### config.mk
export PLATFORM = sky130hd
export DESIGN_NAME = ssco_cfg
export DESIGN_NICKNAME = d
export VERILOG_FILES = /design/src/rtl/ssco_pkg.sv /design/src/rtl/ssco_cfg.sv
export SDC_FILE = /design/constraint.sdc
export NUM_CORES = 2
export LEC_CHECK = 0
export ABC_AREA = 1
export ABC_CLOCK_PERIOD_IN_PS = 8350
export BUFFER_PORTS_ARGS = -buffer_cell sky130_fd_sc_hd__buf_4
export CORE_ASPECT_RATIO = 1.2
export CORE_MARGIN = 4
export CORE_UTILIZATION = 50
export CTS_BUF_LIST = sky130_fd_sc_hd__clkbuf_2 sky130_fd_sc_hd__clkbuf_4 sky130_fd_sc_hd__clkbuf_8
export CTS_CLUSTER_SIZE = 16
export DETAILED_ROUTE_END_ITERATION = 16
export PLACE_DENSITY_LB_ADDON = 0.08
export SKIP_CTS_REPAIR_TIMING = 1
export SYNTH_ARGS = -nofsm -noshare
export SYNTH_HDL_FRONTEND = slang
export SYNTH_SLANG_ARGS = --single-unit
### constraint.sdc
create_clock -name clk -period 8.35 [get_ports clk]
set_clock_uncertainty 0.15 [all_clocks]
set_input_delay 1.2525 -clock clk [delete_from_list [all_inputs] [get_ports clk]]
set_output_delay 1.2525 -clock clk [all_outputs]
set_load 0.02 [all_outputs]
### src/rtl/ssco_pkg.sv
package ssco_pkg;

	// pipeline depth, input register through output register
	localparam int NUM_STAGES = 14;

	localparam int CFG_IDX_W  = 3;
	localparam int CFG_DATA_W = 24;

	localparam int DRIVE_W = 24;
	localparam int DEFF_W  = 25;   // effective drive, up to 2x drive
	localparam int SPREAD_W = 17;
	localparam int BIAS_W  = 24;
	localparam int LEVEL_W = 24;
	localparam int MIX_W   = 17;

	// soft-region datapath widths
	localparam int V23_W = 28;
	localparam int Q_W   = 31;
	localparam int QD_W  = 30;
	localparam int U_W   = 32;
	localparam int A_W   = 27;
	localparam int M1_W  = 59;
	localparam int M2_W  = 28;
	localparam int M3_W  = 27;
	localparam int F_W   = 60;
	localparam int S_W   = 37;
	localparam int SLO_W = 18;
	localparam int P0_W  = 42;
	localparam int P1_W  = 44;
	localparam int PR_W  = 63;

	localparam logic [31:0]       RECIP3  = 32'hAAAA_AAAB;  // ceil(2^33 / 3)
	localparam logic [MIX_W-1:0]  ONE_Q16 = 17'h1_0000;
	localparam logic [Q_W-1:0]    T_SPLIT = 31'd12582912;   // 1.5 in Q.23
	localparam logic [U_W-1:0]    ONE_Q23 = 32'h0080_0000;

	localparam logic              STEREO_MODE_RST = 1'b1;
	localparam logic [DRIVE_W-1:0]  DRIVE_RST  = 24'd65536;
	localparam logic [SPREAD_W-1:0] SPREAD_RST = 17'd0;
	localparam logic [BIAS_W-1:0]   BIAS_RST   = 24'd1048576;
	localparam logic [LEVEL_W-1:0]  LEVEL_RST  = 24'd1048576;
	localparam logic [MIX_W-1:0]    MIX_RST    = 17'd65536;
	localparam logic [DEFF_W-1:0]   DEFF_RST   = 25'd65536;

	typedef enum logic [CFG_IDX_W-1:0] {
		REG_STEREO_MODE = 3'd0,
		REG_DRIVE       = 3'd1,
		REG_SPREAD      = 3'd2,
		REG_BIAS        = 3'd3,
		REG_LEVEL       = 3'd4,
		REG_MIX         = 3'd5
	} cfg_reg_t;

	typedef struct packed {
		logic [BIAS_W-1:0]  bias;
		logic [LEVEL_W-1:0] level;
		logic [MIX_W-1:0]   mix_sat;
	} shape_cfg_t;

endpackage

### src/rtl/ssco_cfg.sv
module ssco_cfg (
	input  logic                              clk,
	input  logic                              arst_n,
	input  logic                              cfg_we,
	input  logic [ssco_pkg::CFG_IDX_W-1:0]    cfg_index,
	input  logic [ssco_pkg::CFG_DATA_W-1:0]   cfg_data,
	output logic                              stereo_mode,
	output logic [ssco_pkg::DEFF_W-1:0]       drive_left,
	output logic [ssco_pkg::DEFF_W-1:0]       drive_right,
	output ssco_pkg::shape_cfg_t              shape_cfg
);

	logic                               stereo_mode_q;
	logic [ssco_pkg::DRIVE_W-1:0]       drive_q;
	logic [ssco_pkg::SPREAD_W-1:0]      spread_q;
	logic [ssco_pkg::BIAS_W-1:0]        bias_q;
	logic [ssco_pkg::LEVEL_W-1:0]       level_q;
	logic [ssco_pkg::MIX_W-1:0]         mix_q;
	logic [ssco_pkg::DEFF_W-1:0]        drive_left_q;
	logic [ssco_pkg::DEFF_W-1:0]        drive_right_q;
	logic [ssco_pkg::MIX_W-1:0]         mix_sat_q;

	logic [ssco_pkg::SPREAD_W-1:0]      sp_sat;
	logic [ssco_pkg::SPREAD_W-1:0]      mul_l;
	logic [ssco_pkg::SPREAD_W:0]        mul_r;
	logic [40:0]                        prod_l;
	logic [41:0]                        prod_r;

	always_ff @(posedge clk or negedge arst_n) begin
		if (!arst_n) begin
			stereo_mode_q <= ssco_pkg::STEREO_MODE_RST;
			drive_q       <= ssco_pkg::DRIVE_RST;
			spread_q      <= ssco_pkg::SPREAD_RST;
			bias_q        <= ssco_pkg::BIAS_RST;
			level_q       <= ssco_pkg::LEVEL_RST;
			mix_q         <= ssco_pkg::MIX_RST;
		end else if (cfg_we) begin
			case (ssco_pkg::cfg_reg_t'(cfg_index))
				ssco_pkg::REG_STEREO_MODE: stereo_mode_q <= cfg_data[0];
				ssco_pkg::REG_DRIVE:       drive_q       <= cfg_data;
				ssco_pkg::REG_SPREAD:      spread_q      <= cfg_data[ssco_pkg::SPREAD_W-1:0];
				ssco_pkg::REG_BIAS:        bias_q        <= cfg_data;
				ssco_pkg::REG_LEVEL:       level_q       <= cfg_data;
				ssco_pkg::REG_MIX:         mix_q         <= cfg_data[ssco_pkg::MIX_W-1:0];
				default: ;
			endcase
		end
	end

	// spread above 1.0 acts as 1.0
	always_comb begin
		sp_sat = (spread_q > ssco_pkg::ONE_Q16) ? ssco_pkg::ONE_Q16 : spread_q;
		mul_l  = ssco_pkg::ONE_Q16 - sp_sat;
		mul_r  = {1'b0, ssco_pkg::ONE_Q16} + {1'b0, sp_sat};
		prod_l = drive_q * mul_l;
		prod_r = drive_q * mul_r;
	end

	// channel drives settle the cycle after a write, before any item reaches the multiplier
	always_ff @(posedge clk or negedge arst_n) begin
		if (!arst_n) begin
			drive_left_q  <= ssco_pkg::DEFF_RST;
			drive_right_q <= ssco_pkg::DEFF_RST;
			mix_sat_q     <= ssco_pkg::MIX_RST;
		end else begin
			drive_left_q  <= stereo_mode_q ? {1'b0, prod_l[39:16]} : {1'b0, drive_q};
			drive_right_q <= prod_r[40:16];
			mix_sat_q     <= (mix_q > ssco_pkg::ONE_Q16) ? ssco_pkg::ONE_Q16 : mix_q;
		end
	end

	assign stereo_mode       = stereo_mode_q;
	assign drive_left        = drive_left_q;
	assign drive_right       = drive_right_q;
	assign shape_cfg.bias    = bias_q;
	assign shape_cfg.level   = level_q;
	assign shape_cfg.mix_sat = mix_sat_q;

endmodule

==> flow_summary.ini <==
[placed_design]
routabilityCongestion = 0.973
portBuffers = 144
dp_hpwl_mm = 88.2
place_area_sq_um = 35200

[floorplanning]
fp.dieW_um = 242
dieHeight_um = 289
initial_utilization_pct = 50.8
die_area_sq_um = 70100
ios = 146
coreArea_sq_um = 65000
std_cell_rows = 102

[drt]
wl_mm = 108
wl_per_cell_um = 21.6
vias = 26718
first_iter_violations = 1521
firstDrtPassIters = 6
ant_nets = 0
vias_per_cell = 5.33
drc = 0

[logic_synthesis]
synth_common_cells = inv_1 (1023), nand2_1 (857), fa_1 (653), nor2_1 (327), ha_1 (240)
yosysMostFrequentCell = inv_1
synth_edf_count = 0
netlist_instances = 4078
yosysSeqAreaShare_pct = 13.2
syn_area_per_cell_sq_um = 8.09
synth_nets = 5001
synth_ff_type = dfrtp_1
synth_top_area_share_pct = 39.6
yosysTopAreaCell = fa_1
ys_warn_count = 0
synth_cell_types = 48
ys_ff_latch = 173
postSynth.asyncResetShare_pct = 100
ys_top_cells_by_area = fa_1 (40%), dfrtp_1 (13%), inv_1 (12%)
syn_area_sq_um = 33000

[sta]
finalSetupViolCount = 0
min_period_ps = 7890
slew_violations = 0
period_share_pct = 94.4
slew-limit-headroom_pct = 20.2
fin_tns_setup_ps = 0
clock.fmax_mhz = 127
rsz0062_at_grt = false
hold_viol_final = 0
worstMarginPinSlew_ps = 1190

[layout]
syn2layout_area_growth_pct = 8.17
fill_cells = 6295
drive_above_1_share_pct = 8.52
nNetsFinal = 5088
regArea_sq_um = 4340
multi_input_area_sq_um = 24000
fin_area_sq_um = 35700

[clock_tree]
clk_latency_ps = 570
cts-root-buf = clkbuf_8
cts.path.max_buffers = 2
cts_tree = yes
clkSinkCount = 173
numCtsBuffers = 17
htree_levels = 4
cts.clk_slew.worst_paths_ps = 140

[worst_setup_path]
r2r.worst_path.cells = 33
crit_path_top_delay_cell = o21ai_2
cp-start-kind = register
cp.arrival_ps = 8130
worstSetupEndpointType = register
max_stage_delay_ps = 580
crit_fanout = 23
path_class = register to register
critPathRequiredTime_ps = 8600

[global_route]
grt_max_degree = 155
antenna_found_initial = 4
track_usage_pct = 31.5
grt_pass1_wl_mm = 166
grt_overflow = 0
grt_pass1_vias = 28145

[run]
cap_violations = 0

[worst_hold_path]
hp-class = register to register
hold_depth = 0

[outcome]
status = completed
-- kinds of logic after synthesis --
kind of cell	count (synthesis)	synth area share [%]
AOI/OAI and AO/OA	360	5.94
xor gates and xnor gates	38	1.01
adders and majority gates	893	48.8
buffers and inverters	1229	14.2
DFF	173	13.2
other	1	0.0114
and+or+nand+nor	1384	16.9
-- metrics by stage --
stage / instances / hold WS (ps) / worst slack [ps] / utilization, %
5_1_grt: 5011 / 261 / 23.3 / 54.9
2_1_floorplan: 4078 / 284 / 1100 / -
6_report: 5014 / 254 / 464 / 54.9
3_3_place_gp: 4974 / 218 / 289 / 54.1
3_5_place_dp: 4974 / 221 / 252 / 54.1
4_1_cts: 5006 / 243 / 231 / 54.8
-- placed cells by master, fill, tap and decap left out, types with 6 or more instances in the layout --
cell type  count
nand3_1      119
o21a_1         6
nor4_1         6
xnor2_1       17
o21ai_0      204
nand4_1       14
nor2_1       327
nand2_1      857
dfrtp_1      163
inv_1       1021
or2_2          6
buf_4        254
nor2_2        22
ha_1         240
xor2_1        21
a21oi_1       81
fa_1         653
nor3_1        11
clkinv_1      10
dfstp_2        8
a31oi_1       31
clkbuf_8      19
a21o_1        13
nand2_2        7
-- state kept, by name, indices dropped and copies added, names as in the netlist --
signal	flops
spread_q	17
mix_sat_q	17
stereo_mode	1
drive_left	24
bias_q	24
mix_q	17
drive_right	25
level_q	24
drive_q	24
-- cell type report --
type | count | share of cell area (%)
Antenna cell | 4 | 0.0281
Clock buffer | 19 | 0.716
Clock inverter | 13 | 0.474
Inverter | 1039 | 11.0
Multi-Input combinational cell | 2676 | 67.2
Sequential cell | 173 | 12.2
Tap cell | 832 | 2.92
Timing Repair Buffer | 258 | 5.55
-- final timing paths --
path                            slack [ps]              end         from
max in group asynchronous             6480  drive_right[24]       arst_n
worst min register to register         250    mix_sat_q[16]    mix_q[16]
min in group asynchronous              330    drive_left[0]       arst_n
worst max register to register         460   drive_left[21]  spread_q[3]
worst max-delay path                   460   drive_left[21]  spread_q[3]
worst min-delay path                   250    mix_sat_q[16]    mix_q[16]
-- worst max-delay path: cells and delay by family (launching register included) --
| family | cells | cell delay, ps |
|---|---|---|
| fa+ha+maj | 7 | 3360 |
| buf+inv | 9 | 1180 |
| compound gates | 2 | 670 |
| flops | 1 | 460 |
| simple gates | 15 | 1870 |
-- per-layer routing --
| metal | track usage, % | part of all wire [%] |
|---|---|---|
| met1 | 38.9 | 39 |
| met2 | 54.2 | 49 |
| met3 | 4.19 | 5.9 |
| met4 | 16.5 | 6.1 |
| met5 | 0 | 0 |
Power is left out: the tool's default activity adds up to more than one toggle a clock period on the data nets, which glitch-free logic cannot reach.
