### src/rtl/ssco_pkg.sv
package ssco_pkg;

	// pipeline depth, input register through output register
	localparam int NUM_STAGES = 14;

	localparam int CFG_IDX_W  = 3;
	localparam int CFG_DATA_W = 24;

	localparam int DRIVE_W = 24;
	localparam int DEFF_W  = 25;   // effective drive, up to 2x drive
	localparam int SPREAD_W = 17;
	localparam int BIAS_W  = 24;
	localparam int LEVEL_W = 24;
	localparam int MIX_W   = 17;

	// soft-region datapath widths
	localparam int V23_W = 28;
	localparam int Q_W   = 31;
	localparam int QD_W  = 30;
	localparam int U_W   = 32;
	localparam int A_W   = 27;
	localparam int M1_W  = 59;
	localparam int M2_W  = 28;
	localparam int M3_W  = 27;
	localparam int F_W   = 60;
	localparam int S_W   = 37;
	localparam int SLO_W = 18;
	localparam int P0_W  = 42;
	localparam int P1_W  = 44;
	localparam int PR_W  = 63;

	localparam logic [31:0]       RECIP3  = 32'hAAAA_AAAB;  // ceil(2^33 / 3)
	localparam logic [MIX_W-1:0]  ONE_Q16 = 17'h1_0000;
	localparam logic [Q_W-1:0]    T_SPLIT = 31'd12582912;   // 1.5 in Q.23
	localparam logic [U_W-1:0]    ONE_Q23 = 32'h0080_0000;

	localparam logic              STEREO_MODE_RST = 1'b1;
	localparam logic [DRIVE_W-1:0]  DRIVE_RST  = 24'd65536;
	localparam logic [SPREAD_W-1:0] SPREAD_RST = 17'd0;
	localparam logic [BIAS_W-1:0]   BIAS_RST   = 24'd1048576;
	localparam logic [LEVEL_W-1:0]  LEVEL_RST  = 24'd1048576;
	localparam logic [MIX_W-1:0]    MIX_RST    = 17'd65536;
	localparam logic [DEFF_W-1:0]   DEFF_RST   = 25'd65536;

	typedef enum logic [CFG_IDX_W-1:0] {
		REG_STEREO_MODE = 3'd0,
		REG_DRIVE       = 3'd1,
		REG_SPREAD      = 3'd2,
		REG_BIAS        = 3'd3,
		REG_LEVEL       = 3'd4,
		REG_MIX         = 3'd5
	} cfg_reg_t;

	typedef struct packed {
		logic [BIAS_W-1:0]  bias;
		logic [LEVEL_W-1:0] level;
		logic [MIX_W-1:0]   mix_sat;
	} shape_cfg_t;

endpackage

### src/rtl/ssco_pipe.sv
module ssco_pipe (
	input  logic                              clk,
	input  logic                              arst_n,
	input  logic                              in_valid,
	output logic                              in_stall,
	input  logic                              block_end,
	output logic                              out_valid,
	input  logic                              out_stall,
	output logic                              block_end_out,
	output logic [ssco_pkg::NUM_STAGES-1:0]   en
);

	localparam int N = ssco_pkg::NUM_STAGES;

	logic [N-1:0] vld_q;
	logic [N-1:0] be_q;

	// a stage loads unless it and every stage downstream of it hold a frame while the output stalls
	for (genvar i = 0; i < N; i++) begin : g_en
		assign en[i] = !((&vld_q[N-1:i]) && out_stall);
	end

	always_ff @(posedge clk or negedge arst_n) begin
		if (!arst_n) begin
			vld_q <= '0;
		end else begin
			if (en[0]) vld_q[0] <= in_valid;
			for (int i = 1; i < N; i++) begin
				if (en[i]) vld_q[i] <= vld_q[i-1];
			end
		end
	end

	always_ff @(posedge clk) begin
		if (en[0]) be_q[0] <= block_end;
		for (int i = 1; i < N; i++) begin
			if (en[i]) be_q[i] <= be_q[i-1];
		end
	end

	assign in_stall      = !en[0];
	assign out_valid     = vld_q[N-1];
	assign block_end_out = be_q[N-1];

endmodule

### config.mk
export PLATFORM = sky130hd
export DESIGN_NAME = ssco_pipe
export DESIGN_NICKNAME = d
export VERILOG_FILES = /design/src/rtl/ssco_pkg.sv /design/src/rtl/ssco_pipe.sv
export SDC_FILE = /design/constraint.sdc
export NUM_CORES = 1
export LEC_CHECK = 0
export CAP_MARGIN = 0
export CORE_UTILIZATION = 33
export CTS_CLUSTER_SIZE = 25
export DETAILED_ROUTE_END_ITERATION = 10
export DONT_BUFFER_PORTS = 1
export SLEW_MARGIN = 25
export SYNTH_ARGS = -nofsm -noshare
export SYNTH_HDL_FRONTEND = slang
export SYNTH_SLANG_ARGS = --single-unit
### constraint.sdc
create_clock -name clk -period 4.1 [get_ports clk]
set_clock_uncertainty 0.15 [all_clocks]
set_input_delay 1.025 -clock clk [delete_from_list [all_inputs] [get_ports clk]]
set_output_delay 1.025 -clock clk [all_outputs]
set_load 0.005 [all_outputs]
==> results.yml, run 1 <==
route:
  dr.first_iter.drc_count: 18
  drt-pass1-iter-count: 3
  final_antenna_net_count: 0
  via_per_inst: 4.946
  remaining_drc_errors: 0
  via_count: 638
  wl_per_cell_um: 13.58
  routed_wl_um: 1752
power_and_ir_drop:
  leakage_nw: 0.4425
  p_comb_share_pct: 14.1
  power_frac_clock_pct: 19.9
  finalPower_w: 0.0005672
  power_switching_w: 0.0001524
  cell_internal_pwr_w: 0.0004147
  netSwitchingFraction_pct: 26.87
  p_seq_share_pct: 66.1
  vdd.ir_drop.worst_v: 0.0002027
  powerDensity_nw_per_um2: 481.2
worst_hold_path:
  hp-class: "input port to async pin"
floorplan:
  die_area_um2: 3622
  num_rows: 20
  die_x_um: 60.19
  initial_core_util_pct: 35.72
  core_um2: 3128
  io-pin-count: 22
  die_h_um: 60.19
timing:
  drv_slew: 0
  relSlewSlack_pct: 82.15
  post-route-period-util_pct: 71.87
  hold_viol: 0
  setup_viol: 0
  min_period_ps: 2947
  tightest_slew_ps: 266.9
  max_freq_mhz: 339.3
  grt_setup_unrepaired: "no"
  setup_slack_ps: 1153
  fin_setup_tns_ps: 0
grt:
  top_usage_layer: "met2"
  met2_usage_pct: 16.17
  antenna_found_initial: 0
  grt_pass1_wl_um: 2918
  grt-ovfl-total: 0
  grt_max_degree: 16
  grt_util_met1_pct: 14.71
  first_global_vias: 607
  use_met3_pct: 6.926
  grt_usage_pct: 11.47
logic_synthesis:
  yosys_warnings: 0
  synth_fa_ha_area_share_pct: 0
  ys_seq_elements: 28
  ys_seq_area_share_pct: 68.98
  syn_avg_cell_area_um2: 13.30
  synthMuxAreaShare_pct: 0
  synth_compound_area_share_pct: 4.591
  yosys.area_share.simple_pct: 20.72
  synthXorXnorAreaFrac_pct: 0
  netlist_area_um2: 1117
  synth_top_family_by_area: "simple AND/OR/NAND/NOR gates"
  synth_nets: 89
  syn_inst: 84
  synthDistinctLibCells: 26
  yosys-top-cells-area: "edfxtp_1 (38%), dfrtp_1 (31%), nand3_1 (3.1%)"
  synth_top_area_share_pct: 37.63
  synth_largest_area_cell: "edfxtp_1"
clocking:
  cts_resized: 0
  clkSlewWorstSetupHoldPaths_ps: 130
  clockBufferDepth: 2
  postCtsHoldBufs: 0
  root_buffer: "clkbuf_4"
  cts.sinks: 28
  cts_tree: "built"
  insertion_delay_ps: 320
  numCtsBuffers: 3
  postCtsSetupRepairBufs: 0
  htreeDepth: 1
critical_path:
  critPathLaunchType: "input port"
  crit_fanout: 6
  required_ps: 2920
  crit_path_top_delay_cell: "nor3_4"
  path_cells: "and4_4 -> inv_4 -> nor3_4 -> nand3_1"
  worstSetupEndpointType: "output pin"
  worst_path_largest_cell_delay_ps: 290
  worstSetupPathType: "input port to output pin"
  worst-endpoint-arrival_ps: 1770
final_layout:
  final_cell_area_um2: 1179
  insertedDiodeCount: 0
  drive_gt1_share_pct: 15.29
  nNetsFinal: 91
  final_core_util_pct: 37.68
  layout_common_cells: "edfxtp_1 (14), dfrtp_1 (14), inv_1 (8), nand2_1 (8), nand3_1 (7)"
  area_growth_pct: 5.487
placed_design:
  gp_congestion: 0.7569
  pre_cts_slack_ps: 1142
  io_buffers: 0
  placed_cell_area_um2: 1152
  dp_hpwl_um: 1298
run:
  max_cap_violations: 0
run_status:
  status: "complete, no violations"
## worst paths after layout
kind / startpoint / end / slack (ps) / cells past startpoint
min in group clk: be_q[0] / be_q[1] / 290 / 0
worst min-delay path: arst_n / vld_q[6] / 220 / 0
worst max-delay path: out_stall / en[5] / 1150 / 4
worst max register to register: vld_q[13] / be_q[5] / 2530 / 4
max in group asynchronous: arst_n / vld_q[7] / 3510 / 0
worst min register to register: be_q[0] / be_q[1] / 290 / 0
## final cells by class
cell class              instances  area [µm²]
flip-flops and latches         28       770.7
clock buffers                   4       26.28
well taps                      44       55.05
inverters                      11       43.79
fillers                       311        1949
multi-input cells              42       282.8
## synth_stat cells
master,instances
a21o_1,2
a31o_1,3
a41o_1,1
and2_1,1
and2_2,1
and3_1,1
and3_4,2
and4_1,2
and4_4,2
buf_2,1
buf_6,1
clkbuf_1,1
dfrtp_1,14
edfxtp_1,14
inv_1,8
inv_2,2
inv_4,1
nand2_1,8
nand2b_1,4
nand3_1,7
nand4_1,2
nor2_1,1
nor2_2,1
nor3_4,1
or2_1,2
or2b_1,1
## cell families (layout without fill, tap and decap cells)
| group | Yosys count | after routing |
|---|---|---|
| compound gates | 6 | 6 |
| buf+inv | 14 | 15 |
| flops | 28 | 28 |
| simple gates | 36 | 36 |
## per-layer routing
| metal | routed length, µm | share of wire, % |
|---|---|---|
| met2 | 740 | 42 |
| met4 | 13 | 0.74 |
| met3 | 183 | 10 |
| met1 | 814 | 46 |
| met5 | 0 | 0 |
## flip-flops by register name, indices dropped and copies added, names as in the netlist
| name | count |
|---|---|
| vld_q | 14 |
| be_q | 14 |
## metrics by stage
step	hold slack (ps)	cells
after detailed placement	256.5	125
after floorplan	250.3	84
after global placement	251.3	125
final	223.2	129
after CTS	207.6	129
after global routing	188.0	129
## worst max-delay path: cells and delay by family
family | cells | cell delay, ps
and+or+nand+nor | 3 | 680
buffers and inverters | 1 | 70
## power groups by stage
stage	combinational (W)	clock (W)	sequential, W
global placement	0.0000782	0	0.000379
CTS	0.0000807	0.000120	0.000375
detailed placement	0.0000802	0	0.000381
global route	0.0000906	0.000127	0.000382
finish	0.0000798	0.000113	0.000375
floorplan	0.0000703	0	0.000370
(Power assumes the default switching activity.)
==> run 2, diff against run 1 <==
--- a/config.mk
+++ b/config.mk
@@ -5,6 +5,7 @@
 export SDC_FILE = /design/constraint.sdc
 export NUM_CORES = 1
 export LEC_CHECK = 0
+export ABC_AREA = 1
 export CAP_MARGIN = 0
 export CORE_UTILIZATION = 33
 export CTS_CLUSTER_SIZE = 25
==> constraint.sdc (replaced) <==
create_clock -name clk -period 2.74 [get_ports clk]
set_clock_uncertainty 0.15 [all_clocks]
set_input_delay 0.685 -clock clk [delete_from_list [all_inputs] [get_ports clk]]
set_output_delay 0.685 -clock clk [all_outputs]
set_load 0.005 [all_outputs]
==> run 2 against run 1 <==
First-iteration DRC count grew 22%. Sequential power grew 53%. Die area grew 6.3%. Critical path depth grew 1. Sequential share of layout area shrank 6.3 points. Sequential cell count is the same. Clock power grew 100%. Global-route usage grew 1.2 points. Non-clock buffer count grew 1. Via count grew 14%. Utilization grew 0.82 points.
==> results.yml, run 2 <==
floorplan:
  initial_core_util_pct: 35.11
  die_area_um2: 3850
  io-pin-count: 22
  die_x_um: 62.05
  num_rows: 21
  core_um2: 3390
  die_h_um: 62.05
grt:
  first_global_vias: 711
  grt_usage_pct: 12.69
  antenna_found_initial: 0
  grt-ovfl-total: 0
  grt_max_degree: 17
  grt_pass1_wl_um: 3305
logic_synthesis:
  yosys_warnings: 0
  synth_largest_area_cell: "edfxtp_1"
  synth_commonest_cells: "nand2_1 (34), inv_1 (23), dfrtp_1 (14), edfxtp_1 (14), nor2_1 (7)"
  yosys-top-cells-area: "edfxtp_1 (35%), dfrtp_1 (29%), nand2_1 (11%)"
  synth_top_area_share_pct: 35.33
  synthDistinctLibCells: 17
  syn_avg_cell_area_um2: 10.17
  ys_async_sr_fraction_pct: 50.00
  ys_seq_area_share_pct: 64.77
  netlist_area_um2: 1190
  syn_inst: 117
  ys_seq_elements: 28
  synth-edff-count: 14
  yosysMostFrequentCell: "nand2_1"
  ys.flop_type: "edfxtp_1"
  synth_nets: 122
worst_hold_path:
  hp-class: "register to register"
critical_path:
  worstSetupPathType: "register to output pin"
  worstSetupEndpointType: "output pin"
  crit_path_top_delay_cell: "dfrtp_1"
  worst_path_largest_cell_delay_ps: 450
  required_ps: 1900
  path_cells: "nand2_2 -> nor2_8 -> nand3_4 -> nor2_2 -> nand2_1"
  cp_num_buf_inv: 0
  cp_top_family: "simple AND/OR/NAND/NOR gates"
  critPathLaunchType: "register"
  crit_fanout: 7
  worst-endpoint-arrival_ps: 1540
route:
  wl_per_cell_um: 11.99
  wl_met2_um: 957
  highest_layer: "met4"
  dr_wl_met3_um: 126
  dr.first_iter.drc_count: 22
  m1WireLength_um: 905
  via_per_inst: 4.327
  drt-pass1-iter-count: 4
  via_count: 727
  remaining_drc_errors: 0
  routed_wl_um: 2015
  final_antenna_net_count: 0
final_layout:
  final_cells: 168
  reg_top3: "be_q (14), vld_q (14)"
  layout_common_cells: "nand2_1 (34), inv_1 (23), edfxtp_1 (14), dfrtp_1 (14), nor2_1 (7)"
  layout_commonest_cell: "nand2_1"
  insertedDiodeCount: 0
  drive_gt1_share_pct: 17.21
  final_cell_area_um2: 1305
  area_growth_pct: 9.674
  nNetsFinal: 128
timing:
  post-route-period-util_pct: 86.79
  min_period_ps: 2378
  relSlewSlack_pct: 56.81
  grt_setup_unrepaired: "no"
  fin_setup_tns_ps: 0
  tightest_slew_ps: 645.8
  hold_viol: 0
  max_freq_mhz: 420.5
  setup_viol: 0
  drv_slew: 0
clocking:
  insertion_delay_ps: 320
  cts.sinks: 28
  numCtsBuffers: 3
  clockBufferDepth: 2
  cts_resized: 0
  cts_tree: "built"
  postCtsSetupRepairBufs: 0
  htreeDepth: 1
  root_buffer: "clkbuf_4"
  clkSlewWorstSetupHoldPaths_ps: 150
power_and_ir_drop:
  powerDensity_nw_per_um2: 778.4
  vdd.ir_drop.worst_v: 0.0004314
  leakage_nw: 0.6383
placed_design:
  gp_congestion: 0.7702
  place_inst: 163
  dp_hpwl_um: 1584
  placed_cell_area_um2: 1247
  io_buffers: 0
run_status:
  status: "complete, no violations"
run:
  max_cap_violations: 0
-- run 2: cell count changes in the layout (fill, tap and decap cells not counted), sizes merged, moves of 4 or more --
| cell | previous run | this run |
|---|---|---|
| nor2 | 2 | 11 |
| nand2b | 4 | 0 |
| and4 | 4 | 0 |
| nand2 | 8 | 41 |
| inv | 11 | 26 |
-- run 2: cell type report --
type,count,area [µm²]
fill,336,2085
sequential,28,770.7
multi-input combinational,63,321.6
inverter,26,97.59
tap,46,57.56
clock buffer,4,47.55
timing repair buffer,1,10.01
-- run 2: per-layer routing --
metal,up-vias,GRT usage [%]
met1,332,15.92
met3,4,6.004
met4,0,3.810
met2,24,19.45
met5,-,0
li1,367,-
-- run 2: logic make-up after synthesis --
kind of cell	after synthesis	synth area share (%)
flip-flops	28	64.77
buffers and inverters	26	8.202
AO/OA/AOI/OAI	1	0.6312
AND/OR/NAND/NOR	62	26.39
-- run 2: worst paths after layout --
kind                           start         to  slack [ps]  cells after the start
max                        vld_q[13]      en[2]         360                      5
min                          be_q[0]    be_q[1]         290                      0
max reg2reg                vld_q[13]    be_q[4]        1160                      5
min reg2reg                  be_q[0]    be_q[1]         290                      0
max in group asynchronous     arst_n  vld_q[11]        1370                      1
min in group asynchronous     arst_n   vld_q[2]         650                      1
-- run 2: metrics by stage --
stage | setup WS, ps | power [W] | utilization, % | hold slack (ps)
4_1_cts | 291.4 | 0.001039 | 38.50 | 266.0
2_1_floorplan | 628.0 | 0.0007429 | - | 239.4
6_report | 362.1 | 0.001016 | 38.50 | 291.8
3_3_place_gp | 526.9 | 0.0007888 | 36.80 | 239.9
5_1_grt | 180.2 | 0.001097 | 38.50 | 242.5
3_5_place_dp | 481.3 | 0.0007969 | 36.80 | 239.8
-- run 2: power by group --
group	switching, W	internal [W]	total (W)
Sequential	0.0000388	0.000535	0.000574
Combinational	0.000151	0.0000625	0.000213
Clock	0.000117	0.000112	0.000229
-- run 2: what timing repair did --
action,CTS,global route
hold buffers,1,0
endpoints found under the setup margin,0,0
hold endpoints to repair,14,0
==> run 3, diff against run 2 <==
--- a/config.mk
+++ b/config.mk
@@ -5,7 +5,6 @@
 export SDC_FILE = /design/constraint.sdc
 export NUM_CORES = 1
 export LEC_CHECK = 0
-export ABC_AREA = 1
 export CAP_MARGIN = 0
 export CORE_UTILIZATION = 33
 export CTS_CLUSTER_SIZE = 25
==> run 3 against run 2 <==
Via count is 11% lower. Die area decreased by 5.9%. Combinational power decreased by 41%. Global-route usage fell by 1.2 points. Sequential cell count did not move. Sequential power fell by 3%. Fmax rose by 0.85%. Utilization shrank 0.50 points. Design area down 8.9%. Clock power is 27% lower. Non-clock buffer count unchanged.
==> results.yml, run 3 (synthesis results as in run 1) <==
timing:
  setup_viol: 0
  min_period_ps: 2358
  relSlewSlack_pct: 56.47
  tightest_slew_ps: 650.8
  fin_setup_tns_ps: 0
  setup_slack_ps: 382.2
  post-route-period-util_pct: 86.05
  grt_setup_unrepaired: "no"
  drv_slew: 0
  max_freq_mhz: 424.1
  hold_viol: 0
floorplan:
  num_rows: 20
  die_area_um2: 3622
  initial_core_util_pct: 35.72
  io-pin-count: 22
  core_um2: 3128
  die_x_um: 60.19
  die_h_um: 60.19
final_layout:
  layout_common_cells: "edfxtp_1 (14), dfrtp_1 (14), inv_1 (8), nand2_1 (8), nand3_1 (7)"
  drive_gt1_share_pct: 15.12
  final_core_util_pct: 38.00
  final_cells: 130
  nNetsFinal: 92
  reg_top3: "be_q (14), vld_q (14)"
  area_growth_pct: 6.383
  insertedDiodeCount: 0
clocking:
  clkSlewWorstSetupHoldPaths_ps: 140
  cts_resized: 0
  cts.sinks: 28
  clockBufferDepth: 2
  htreeDepth: 1
  numCtsBuffers: 3
  cts_tree: "built"
  postCtsHoldBufs: 1
  postCtsSetupRepairBufs: 0
  insertion_delay_ps: 320
  root_buffer: "clkbuf_4"
placed_design:
  gp_congestion: 0.7572
  pre_cts_slack_ps: 477.2
  io_buffers: 0
  place_inst: 125
  dp_hpwl_um: 1295
run:
  max_cap_violations: 0
critical_path:
  worstSetupEndpointType: "output pin"
  required_ps: 1900
  worst-endpoint-arrival_ps: 1520
  critPathLaunchType: "register"
  crit_fanout: 6
  worstSetupPathType: "register to output pin"
worst_hold_path:
  hp-class: "register to register"
power_and_ir_drop:
  finalPower_w: 0.0008516
  leakage_nw: 0.4467
  vdd.ir_drop.worst_v: 0.0003307
  powerDensity_nw_per_um2: 716.4
  power_switching_w: 0.0002303
  netSwitchingFraction_pct: 27.05
  p_comb_share_pct: 14.6
  p_seq_share_pct: 65.7
  power_frac_clock_pct: 19.7
  cell_internal_pwr_w: 0.0006212
route:
  remaining_drc_errors: 0
  via_per_inst: 4.962
  drt-pass1-iter-count: 4
  routed_wl_um: 1767
  dr.first_iter.drc_count: 7
  wl_per_cell_um: 13.59
  final_antenna_net_count: 0
  via_count: 645
grt:
  antenna_found_initial: 0
  grt_usage_pct: 11.47
  first_global_vias: 598
  grt-ovfl-total: 0
  grt_pass1_wl_um: 2904
  grt_max_degree: 16
run_status:
  status: "complete, no violations"
## run 3: worst paths after layout
| kind | slack [ps] | end | startpoint | depth (start not counted) |
|---|---|---|---|---|
| min | 280 | be_q[7] | be_q[6] | 0 |
| max | 380 | en[5] | vld_q[13] | 4 |
| min reg2reg | 280 | be_q[7] | be_q[6] | 0 |
| max reg2reg | 1170 | be_q[5] | vld_q[13] | 4 |
| max in group asynchronous | 1360 | vld_q[4] | arst_n | 1 |
| min in group asynchronous | 660 | vld_q[8] | arst_n | 1 |
## run 3: stage by stage
step	hold WS [ps]	instance area, µm²
CTS	286.8	1189
global route	277.8	1189
detailed placement	239.8	1152
floorplan	239.4	1117
finish	281.0	1189
global placement	239.8	1152
## run 3: final cells by class
cell class,count,area (µm²)
Tap cell,44,55.05
Fill cell,311,1939
Inverter,11,43.79
Multi-Input combinational cell,42,282.8
Timing Repair Buffer,1,10.01
Clock buffer,4,26.28
Sequential cell,28,770.7
## run 3: critical path, cell delays in order (launching register included)
cell and delay (ps):
dfrtp_1 430, and4_4 280, inv_4 70, nor3_4 280, nand3_1 140
## run 3: routing by layer
layer / track usage (%) / vias to the layer above / part of all wire, %
li1: - / 293 / -
met5: 0 / - / 0
met4: 1.993 / 0 / 0.85
met3: 7.143 / 2 / 11
met1: 15.53 / 326 / 46
met2: 15.54 / 24 / 42
## run 3: power by group through the flow
stage	registers, W	logic [W]	clock network (W)
finish	0.000559	0.000125	0.000168
global route	0.000569	0.000141	0.000191
CTS	0.000561	0.000127	0.000179
detailed placement	0.000568	0.000121	0
global placement	0.000567	0.000117	0
floorplan	0.000553	0.000105	0
